## config.mk

```make
export PLATFORM = sky130hd
export DESIGN_NAME = matrix_multiply_engine_flat
export DESIGN_NICKNAME = d
export VERILOG_FILES = /design/src/rtl/mme_pkg.sv /design/src/rtl/mme_cmd_if.sv /design/src/rtl/mme_res_if.sv /design/src/rtl/mme_ram.sv /design/src/rtl/matrix_multiply_engine.sv /design/src/flat_wrapper.sv
export SDC_FILE = /design/constraint.sdc
export NUM_CORES = 2
export LEC_CHECK = 0
export ABC_CLOCK_PERIOD_IN_PS = 5600
export BUFFER_PORTS_ARGS = -buffer_cell sky130_fd_sc_hd__buf_4
export CORE_AREA = 8 8 479 599
export CTS_BUF_LIST = sky130_fd_sc_hd__clkbuf_4 sky130_fd_sc_hd__clkbuf_8
export DETAILED_ROUTE_END_ITERATION = 8
export DIE_AREA = 0 0 487 607
export GPL_TIMING_DRIVEN = 1
export PLACE_DENSITY_LB_ADDON = 0.05
export RECOVER_POWER = 25
export SYNTH_ARGS = -nofsm -noshare
export SYNTH_HDL_FRONTEND = slang
export SYNTH_SLANG_ARGS = --single-unit
export TNS_END_PERCENT = 5
```

## constraint.sdc

```tcl
create_clock -name clk -period 5.6 [get_ports clk]
set_clock_uncertainty 0.05 [all_clocks]
set_input_delay 0.28 -clock clk [delete_from_list [all_inputs] [get_ports clk]]
set_output_delay 0.28 -clock clk [all_outputs]
set_load 0.1 [all_outputs]
```

## src/rtl/mme_pkg.sv

```systemverilog
// Shared types and constants for the matrix multiply engine.
// Depends on nothing; every other file of the block but mme_ram imports it.
package mme_pkg;

    localparam int MAX_DIM_DEF = 8;
    localparam int KIND_W      = 2;
    localparam int IDX_W       = 3;
    localparam int DIM_W       = 4;
    localparam int ELEM_W      = 16;
    localparam int PROD_W      = 32;
    localparam int DOT_W       = 35;
    localparam int CFG_IDX_W   = 2;

    typedef enum logic [KIND_W-1:0] {
        KIND_LOAD_A = 2'd0,
        KIND_LOAD_B = 2'd1,
        KIND_START  = 2'd2
    } kind_t;

    typedef enum logic [CFG_IDX_W-1:0] {
        CFG_ROWS_A    = 2'd0,
        CFG_INNER_DIM = 2'd1,
        CFG_COLS_B    = 2'd2
    } cfg_idx_t;

    typedef enum logic [1:0] {
        ST_IDLE,
        ST_RUN,
        ST_DRAIN
    } state_t;

    typedef struct packed {
        logic             valid;
        logic             first;
        logic             last_term;
        logic             last_elem;
        logic [IDX_W-1:0] row;
        logic [IDX_W-1:0] col;
    } tag_t;

endpackage

```

## src/rtl/mme_cmd_if.sv

```systemverilog
// Command channel of the matrix multiply engine: element loads and start items.
// Depends on mme_pkg for the field widths.
interface mme_cmd_if
    import mme_pkg::*;
();
    logic                     valid;
    logic                     ready;
    logic [KIND_W-1:0]        kind;
    logic [IDX_W-1:0]         row_index;
    logic [IDX_W-1:0]         col_index;
    logic signed [ELEM_W-1:0] elem_value;

    modport source (output valid, kind, row_index, col_index, elem_value, input ready);
    modport sink   (input valid, kind, row_index, col_index, elem_value, output ready);
endinterface

```

## src/rtl/mme_res_if.sv

```systemverilog
// Result channel of the matrix multiply engine: one item per element of C.
// Depends on mme_pkg for the field widths.
interface mme_res_if
    import mme_pkg::*;
();
    logic                    valid;
    logic                    ready;
    logic [IDX_W-1:0]        out_row;
    logic [IDX_W-1:0]        out_col;
    logic signed [DOT_W-1:0] dot_value;
    logic                    last;

    modport source (output valid, out_row, out_col, dot_value, last, input ready);
    modport sink   (input valid, out_row, out_col, dot_value, last, output ready);
endinterface

```

## src/rtl/mme_ram.sv

```systemverilog
// Generic single-port-write, single-port-read RAM with a registered read.
// Depends on nothing.
module mme_ram #(
    parameter int WIDTH = 16,
    parameter int DEPTH = 64
) (
    input  logic                     clk,
    input  logic                     we,
    input  logic [$clog2(DEPTH)-1:0] waddr,
    input  logic [WIDTH-1:0]         wdata,
    input  logic                     re,
    input  logic [$clog2(DEPTH)-1:0] raddr,
    output logic [WIDTH-1:0]         rdata
);
    logic [WIDTH-1:0] mem [DEPTH];
    logic [WIDTH-1:0] rdata_reg;

    always_ff @(posedge clk)
    begin
        if (we)
        begin
            mem[waddr] <= wdata;
        end
        if (re)
        begin
            rdata_reg <= mem[raddr];
        end
    end

    assign rdata = rdata_reg;
endmodule

```

## src/rtl/matrix_multiply_engine.sv

```systemverilog
// Top level of the matrix multiply engine: element stores, sequencer and MAC pipeline.
// Depends on mme_pkg, mme_cmd_if, mme_res_if and mme_ram.

// The engine keeps A and B in two RAMs of MAX_DIM*MAX_DIM elements, row-major. A load
// item writes one element and the engine takes the next item straight away.
// A start item multiplies the active shapes: the sequencer reads one element of A and one
// of B per cycle unless the result channel stalls, so each element of C sums inner_dim
// products; no command is taken during a run or the pipeline drain that follows it, and
// the next command is taken in the cycle after the final result item has left. Results
// leave through an output register; a stalled result channel freezes the pipeline
// and adds its stall cycles to the run. Dimension registers of zero act as one and
// values above MAX_DIM act as MAX_DIM; they must only be written while the engine is
// idle.
module matrix_multiply_engine
    import mme_pkg::*;
#(
    parameter int MAX_DIM = MAX_DIM_DEF
) (
    input  logic                 clk,
    input  logic                 rst_n,
    mme_cmd_if.sink              cmd,
    mme_res_if.source            res,
    input  logic                 cfg_we,
    input  logic [CFG_IDX_W-1:0] cfg_index,
    input  logic [DIM_W-1:0]     cfg_data
);
    localparam int DEPTH = MAX_DIM * MAX_DIM;
    localparam int AW    = $clog2(DEPTH);

    logic [DIM_W-1:0] rows_a_reg, inner_dim_reg, cols_b_reg;
    logic [IDX_W-1:0] m_last_reg, k_last_reg, n_last_reg;
    logic [IDX_W-1:0] m_last_next, k_last_next, n_last_next;
    logic [IDX_W-1:0] i_reg, j_reg, l_reg, i_next, j_next, l_next;
    state_t           state_reg, state_next;

    logic             cmd_fire, stall, issue;
    logic             a_we, b_we;
    logic [AW-1:0]    waddr, a_raddr, b_raddr;
    logic [ELEM_W-1:0] a_rdata, b_rdata;

    tag_t                     s1_reg, s1_next, s2_reg;
    logic signed [PROD_W-1:0] prod_reg;
    logic signed [DOT_W-1:0]  acc_reg, acc_next;

    logic                     res_valid_reg;
    logic [IDX_W-1:0]         res_row_reg, res_col_reg;
    logic signed [DOT_W-1:0]  res_dot_reg;
    logic                     res_last_reg;

    function automatic logic [IDX_W-1:0] last_index(input logic [DIM_W-1:0] d);
        logic [IDX_W-1:0] r;
        if (d == '0)
        begin
            r = '0;
        end
        else if (d > DIM_W'(MAX_DIM))
        begin
            r = IDX_W'(MAX_DIM - 1);
        end
        else
        begin
            r = IDX_W'(d - 1'b1);
        end
        return r;
    endfunction

    assign cmd.ready = (state_reg == ST_IDLE);
    assign cmd_fire  = cmd.valid && cmd.ready;
    assign stall     = res_valid_reg && !res.ready;

    // Configuration registers.
    always_ff @(posedge clk or negedge rst_n)
    begin
        if (!rst_n)
        begin
            rows_a_reg    <= DIM_W'(8);
            inner_dim_reg <= DIM_W'(8);
            cols_b_reg    <= DIM_W'(8);
        end
        else if (cfg_we)
        begin
            case (cfg_index)
                CFG_ROWS_A:    rows_a_reg    <= cfg_data;
                CFG_INNER_DIM: inner_dim_reg <= cfg_data;
                CFG_COLS_B:    cols_b_reg    <= cfg_data;
                default:       ;
            endcase
        end
    end

    // Element loads.
    always_comb
    begin
        a_we  = 1'b0;
        b_we  = 1'b0;
        waddr = AW'(int'(cmd.row_index) * MAX_DIM + int'(cmd.col_index));
        if (cmd_fire && ({1'b0, cmd.row_index} < DIM_W'(MAX_DIM))
            && ({1'b0, cmd.col_index} < DIM_W'(MAX_DIM)))
        begin
            a_we = (cmd.kind == KIND_LOAD_A);
            b_we = (cmd.kind == KIND_LOAD_B);
        end
    end

    assign a_raddr = AW'(int'(i_reg) * MAX_DIM + int'(l_reg));
    assign b_raddr = AW'(int'(l_reg) * MAX_DIM + int'(j_reg));

    mme_ram #(.WIDTH(ELEM_W), .DEPTH(DEPTH)) u_a_ram (
        .clk   (clk),
        .we    (a_we),
        .waddr (waddr),
        .wdata (cmd.elem_value),
        .re    (!stall),
        .raddr (a_raddr),
        .rdata (a_rdata)
    );

    mme_ram #(.WIDTH(ELEM_W), .DEPTH(DEPTH)) u_b_ram (
        .clk   (clk),
        .we    (b_we),
        .waddr (waddr),
        .wdata (cmd.elem_value),
        .re    (!stall),
        .raddr (b_raddr),
        .rdata (b_rdata)
    );

    // Sequencer: walks i, j and l and issues one pair of reads per cycle unless stalled.
    always_comb
    begin
        state_next  = state_reg;
        i_next      = i_reg;
        j_next      = j_reg;
        l_next      = l_reg;
        m_last_next = m_last_reg;
        k_last_next = k_last_reg;
        n_last_next = n_last_reg;
        issue       = 1'b0;
        s1_next     = '0;
        case (state_reg)
            ST_IDLE:
            begin
                if (cmd_fire && cmd.kind == KIND_START)
                begin
                    state_next  = ST_RUN;
                    i_next      = '0;
                    j_next      = '0;
                    l_next      = '0;
                    m_last_next = last_index(rows_a_reg);
                    k_last_next = last_index(inner_dim_reg);
                    n_last_next = last_index(cols_b_reg);
                end
            end
            ST_RUN:
            begin
                issue             = !stall;
                s1_next.valid     = 1'b1;
                s1_next.first     = (l_reg == '0);
                s1_next.last_term = (l_reg == k_last_reg);
                s1_next.last_elem = (i_reg == m_last_reg) && (j_reg == n_last_reg);
                s1_next.row       = i_reg;
                s1_next.col       = j_reg;
                if (issue)
                begin
                    if (l_reg != k_last_reg)
                    begin
                        l_next = l_reg + 1'b1;
                    end
                    else
                    begin
                        l_next = '0;
                        if (j_reg != n_last_reg)
                        begin
                            j_next = j_reg + 1'b1;
                        end
                        else
                        begin
                            j_next = '0;
                            if (i_reg != m_last_reg)
                            begin
                                i_next = i_reg + 1'b1;
                            end
                            else
                            begin
                                state_next = ST_DRAIN;
                            end
                        end
                    end
                end
            end
            ST_DRAIN:
            begin
                if (!s1_reg.valid && !s2_reg.valid && !stall)
                begin
                    state_next = ST_IDLE;
                end
            end
            default:
            begin
                state_next = ST_IDLE;
            end
        endcase
    end

    always_ff @(posedge clk or negedge rst_n)
    begin
        if (!rst_n)
        begin
            state_reg  <= ST_IDLE;
            i_reg      <= '0;
            j_reg      <= '0;
            l_reg      <= '0;
            m_last_reg <= '0;
            k_last_reg <= '0;
            n_last_reg <= '0;
        end
        else
        begin
            state_reg  <= state_next;
            i_reg      <= i_next;
            j_reg      <= j_next;
            l_reg      <= l_next;
            m_last_reg <= m_last_next;
            k_last_reg <= k_last_next;
            n_last_reg <= n_last_next;
        end
    end

    // MAC pipeline: read data, product, accumulate.
    always_ff @(posedge clk or negedge rst_n)
    begin
        if (!rst_n)
        begin
            s1_reg <= '0;
            s2_reg <= '0;
        end
        else if (!stall)
        begin
            s1_reg <= issue ? s1_next : '0;
            s2_reg <= s1_reg;
        end
    end

    assign acc_next = s2_reg.first ? DOT_W'(prod_reg) : acc_reg + DOT_W'(prod_reg);

    always_ff @(posedge clk)
    begin
        if (!stall)
        begin
            prod_reg <= $signed(a_rdata) * $signed(b_rdata);
            if (s2_reg.valid)
            begin
                acc_reg <= acc_next;
            end
        end
    end

    // Output register.
    always_ff @(posedge clk or negedge rst_n)
    begin
        if (!rst_n)
        begin
            res_valid_reg <= 1'b0;
        end
        else if (!stall)
        begin
            res_valid_reg <= s2_reg.valid && s2_reg.last_term;
        end
    end

    always_ff @(posedge clk)
    begin
        if (!stall && s2_reg.valid && s2_reg.last_term)
        begin
            res_row_reg  <= s2_reg.row;
            res_col_reg  <= s2_reg.col;
            res_dot_reg  <= acc_next;
            res_last_reg <= s2_reg.last_elem;
        end
    end

    assign res.valid     = res_valid_reg;
    assign res.out_row   = res_row_reg;
    assign res.out_col   = res_col_reg;
    assign res.dot_value = res_dot_reg;
    assign res.last      = res_last_reg;
endmodule

```

## src/flat_wrapper.sv

```systemverilog
// flat-port wrapper written by rule: the top's interface ports become plain ports
module matrix_multiply_engine_flat import mme_pkg::*;
#(
    parameter int MAX_DIM = MAX_DIM_DEF
)
  (clk, rst_n, cfg_we, cfg_index, cfg_data, cmd_valid, cmd_kind, cmd_row_index, cmd_col_index, cmd_elem_value, cmd_ready, res_valid, res_out_row, res_out_col, res_dot_value, res_last, res_ready);
  mme_cmd_if cmd_i ();
  mme_res_if res_i ();
  input  logic clk;
  input  logic rst_n;
  input  logic cfg_we;
  input  logic [CFG_IDX_W-1:0] cfg_index;
  input  logic [DIM_W-1:0] cfg_data;
  input wire logic [$bits(cmd_i.valid)-1:0] cmd_valid;
  input wire logic [$bits(cmd_i.kind)-1:0] cmd_kind;
  input wire logic [$bits(cmd_i.row_index)-1:0] cmd_row_index;
  input wire logic [$bits(cmd_i.col_index)-1:0] cmd_col_index;
  input wire logic [$bits(cmd_i.elem_value)-1:0] cmd_elem_value;
  output wire logic [$bits(cmd_i.ready)-1:0] cmd_ready;
  output wire logic [$bits(res_i.valid)-1:0] res_valid;
  output wire logic [$bits(res_i.out_row)-1:0] res_out_row;
  output wire logic [$bits(res_i.out_col)-1:0] res_out_col;
  output wire logic [$bits(res_i.dot_value)-1:0] res_dot_value;
  output wire logic [$bits(res_i.last)-1:0] res_last;
  input wire logic [$bits(res_i.ready)-1:0] res_ready;
  assign cmd_i.valid = cmd_valid;
  assign cmd_i.kind = cmd_kind;
  assign cmd_i.row_index = cmd_row_index;
  assign cmd_i.col_index = cmd_col_index;
  assign cmd_i.elem_value = cmd_elem_value;
  assign cmd_ready = cmd_i.ready;
  assign res_valid = res_i.valid;
  assign res_out_row = res_i.out_row;
  assign res_out_col = res_i.out_col;
  assign res_dot_value = res_i.dot_value;
  assign res_last = res_i.last;
  assign res_i.ready = res_ready;
  matrix_multiply_engine #(.MAX_DIM(MAX_DIM)) u_core (.clk(clk), .rst_n(rst_n), .cmd(cmd_i), .res(res_i), .cfg_we(cfg_we), .cfg_index(cfg_index), .cfg_data(cfg_data));
endmodule
```

==> reports/results.ini <==
[synth]
synth_top_area_share_pct=68.1
syn_inst=4828
yosysTopAreaCell=edfxtp_1
yosys_warnings=0
ys_dominant_reg_cell=edfxtp_1
synth_edf_count=2189
yosys-top-cells-count=edfxtp_1 (2189), mux4_2 (672), inv_1 (342)
synth_seq_area_share_pct=69.4
synthTopCellsByArea=edfxtp_1 (68%), mux4_2 (16%), fa_1 (5.5%), ha_1 (1.6%), inv_1 (1.3%)
ys_async_sr_fraction_pct=2.36
avgSynthCellArea_um2=20.0
ys_ff_latch=2242
synth.most_common_cell=edfxtp_1
yosysUniqueCellTypes=70
syn_area_um2=96600
synth_nets=5249

[placement]
gp_congestion=0.751
port_buffers=78
dp_hpwl_mm=168

[drt]
postRouteAntennaNets=0
dr.pass1.iters=7
drt-total-wl_mm=264
viasPerCell=4.96
drc_errors=0
wl_per_cell_um=27.6
drt_iter0_drc=2967
num_vias=47300

[clock_tree]
cts_made_buffers=381
clockBufferDepth=4
clk_latency_ps=1000
clkTransAtPathRegs_ps=60
cts-root-buf=clkbuf_8
h-tree-depth=5
numClockSinks=2242
cts_tree=yes

[floorplanning]
ios=79
die_w_um=487
rows=217
core_area_um2=278000
die_area_um2=296000
die_h_um=607
initial_utilization_pct=34.8

[timing]
maxSlewViolCount=1307
finalHoldViolCount=0
rsz0062_at_grt=true
tightest_slew_ps=3970
fmax_ghz=0.168
fin_crit_sh_pct=106
slew_headroom_pct=-164
period_needed_ps=5950
fin_ws_ps=-347
setup_viol=14

[setup_path]
worstSetupEndpointType=flip-flop
start_kind=flip-flop
worstPathMaxFanout=6
crit_required_ps=6250
worstSetupPathType=reg2reg
worst_ep_arrival_time_ps=6600

[global_routing]
antenna_found_initial=27
busiest_layer=met2
grt_pass1_vias=51800
grtUsageMet1_pct=22.8
grtUsageTotal_pct=17.7
overflow=0
grt_max_degree=82
grt_first_pass_wirelength_mm=381
use_met2_pct=31.5
use_met3_pct=2.80

[run_status]
failed_checks=capacitance limit, slew limit, setup timing
status=finished with violations

[layout]
finalNetCount=5930
layout-drive-gt1-share_pct=31.6
finish.utilization_pct=40.4
largestRegisters=u_core.u_a_ram.mem (1024), u_core.u_b_ram.mem (1024)
syn2layout_area_growth_pct=16.3

[hold_path]
hold_class=in2reg

[run]
cap_violations=22

## cell type report
type | instances | area, um2
fillers | 25000 | 165000
flip-flops and latches | 2242 | 67100
multi-input cells | 2027 | 27700
clock buffers | 522 | 6350
well taps | 3723 | 4660
repair buffers | 514 | 4280
inverters | 343 | 1290
clock inverters | 154 | 880
diodes | 19 | 47.5
## kinds of logic after synthesis
family | after synthesis | share of synthesized area, %
adders and majority gates | 388 | 7.07
buffers and inverters | 559 | 2.26
muxes | 687 | 15.8
xor gates and xnor gates | 68 | 0.617
AOI/OAI and AO/OA | 237 | 1.62
and+or+nand+nor | 647 | 3.14
DFF | 2242 | 69.4
## layer usage
layer	up-vias	share of wire, %	wire [um]
met5	-	0.0065	17
met4	2	1.9	5130
met3	348	4.2	11000
met2	963	52	137000
met1	25500	42	111000
li1	20500	-	-
## placed cells by master, fill, tap and decap left out, types with 44 or more instances in the layout
| cell | n |
|---|---|
| and2_1 | 110 |
| buf_4 | 400 |
| clkbuf_4 | 133 |
| clkbuf_8 | 389 |
| clkinv_1 | 97 |
| edfxtp_1 | 2189 |
| fa_1 | 254 |
| ha_1 | 116 |
| inv_1 | 337 |
| mux4_2 | 672 |
| nand2_1 | 241 |
| nor2_1 | 135 |
| o21ai_0 | 70 |
| xnor2_1 | 44 |
## critical path: stages, from the launching register on
cell	delay, ps
edfxtp_1	410
buf_12	160
and2_4	140
fa_2	640
buf_6	120
fa_1	430
fa_1	520
fa_1	510
fa_1	490
inv_1	50
fa_1	470
inv_1	60
ha_4	210
a21o_1	160
a21o_1	180
a21oi_4	210
buf_6	120
o21ai_2	50
a31oi_4	210
o21bai_4	80
buf_4	150
buf_4	120
nor2_2	80
xnor2_1	60
## per-stage QoR
stage / setup slack (ps) / TNS, ps / hold slack (ps) / cells / area (um2)
3_5_place_dp: -541 / -5770 / 384 / 8790 / 104000
5_1_grt: -539 / -6210 / 49.9 / 9534 / 112000
4_1_cts: -442 / -3450 / 0.0903 / 9515 / 112000
2_1_floorplan: -249 / -1400 / -65.6 / 4828 / 96600
6_report: -347 / -3010 / 101 / 9544 / 112000
3_3_place_gp: -532 / -5660 / 375 / 8790 / 104000
## final timing paths
path                       slack (ps)                 endpoint                    start  cells past startpoint
max reg2reg                      -350      u_core.prod_reg[27]  u_core.u_b_ram.rdata[2]                     23
max                              -350      u_core.prod_reg[27]  u_core.u_b_ram.rdata[2]                     23
min                               100  u_core.inner_dim_reg[2]              cfg_data[2]                      3
max in group asynchronous        1350          u_core.l_reg[1]                    rst_n                      4
min in group asynchronous         550  u_core.inner_dim_reg[3]                    rst_n                      3
min reg2reg                       400          u_core.res.last         u_core.s2_reg[6]                      0
## repair_timing
action,CTS,global route
cloned,0,0
gates resized for setup,41,41
endpoints found under the hold margin,1046,0
hold buffers,44,0
endpoints found under the setup margin,17,18
pin swaps,31,34
buffers inserted,5,11
Power is not shown: default switching activity piles up to over one toggle a cycle in this logic, so the estimate is an artifact.
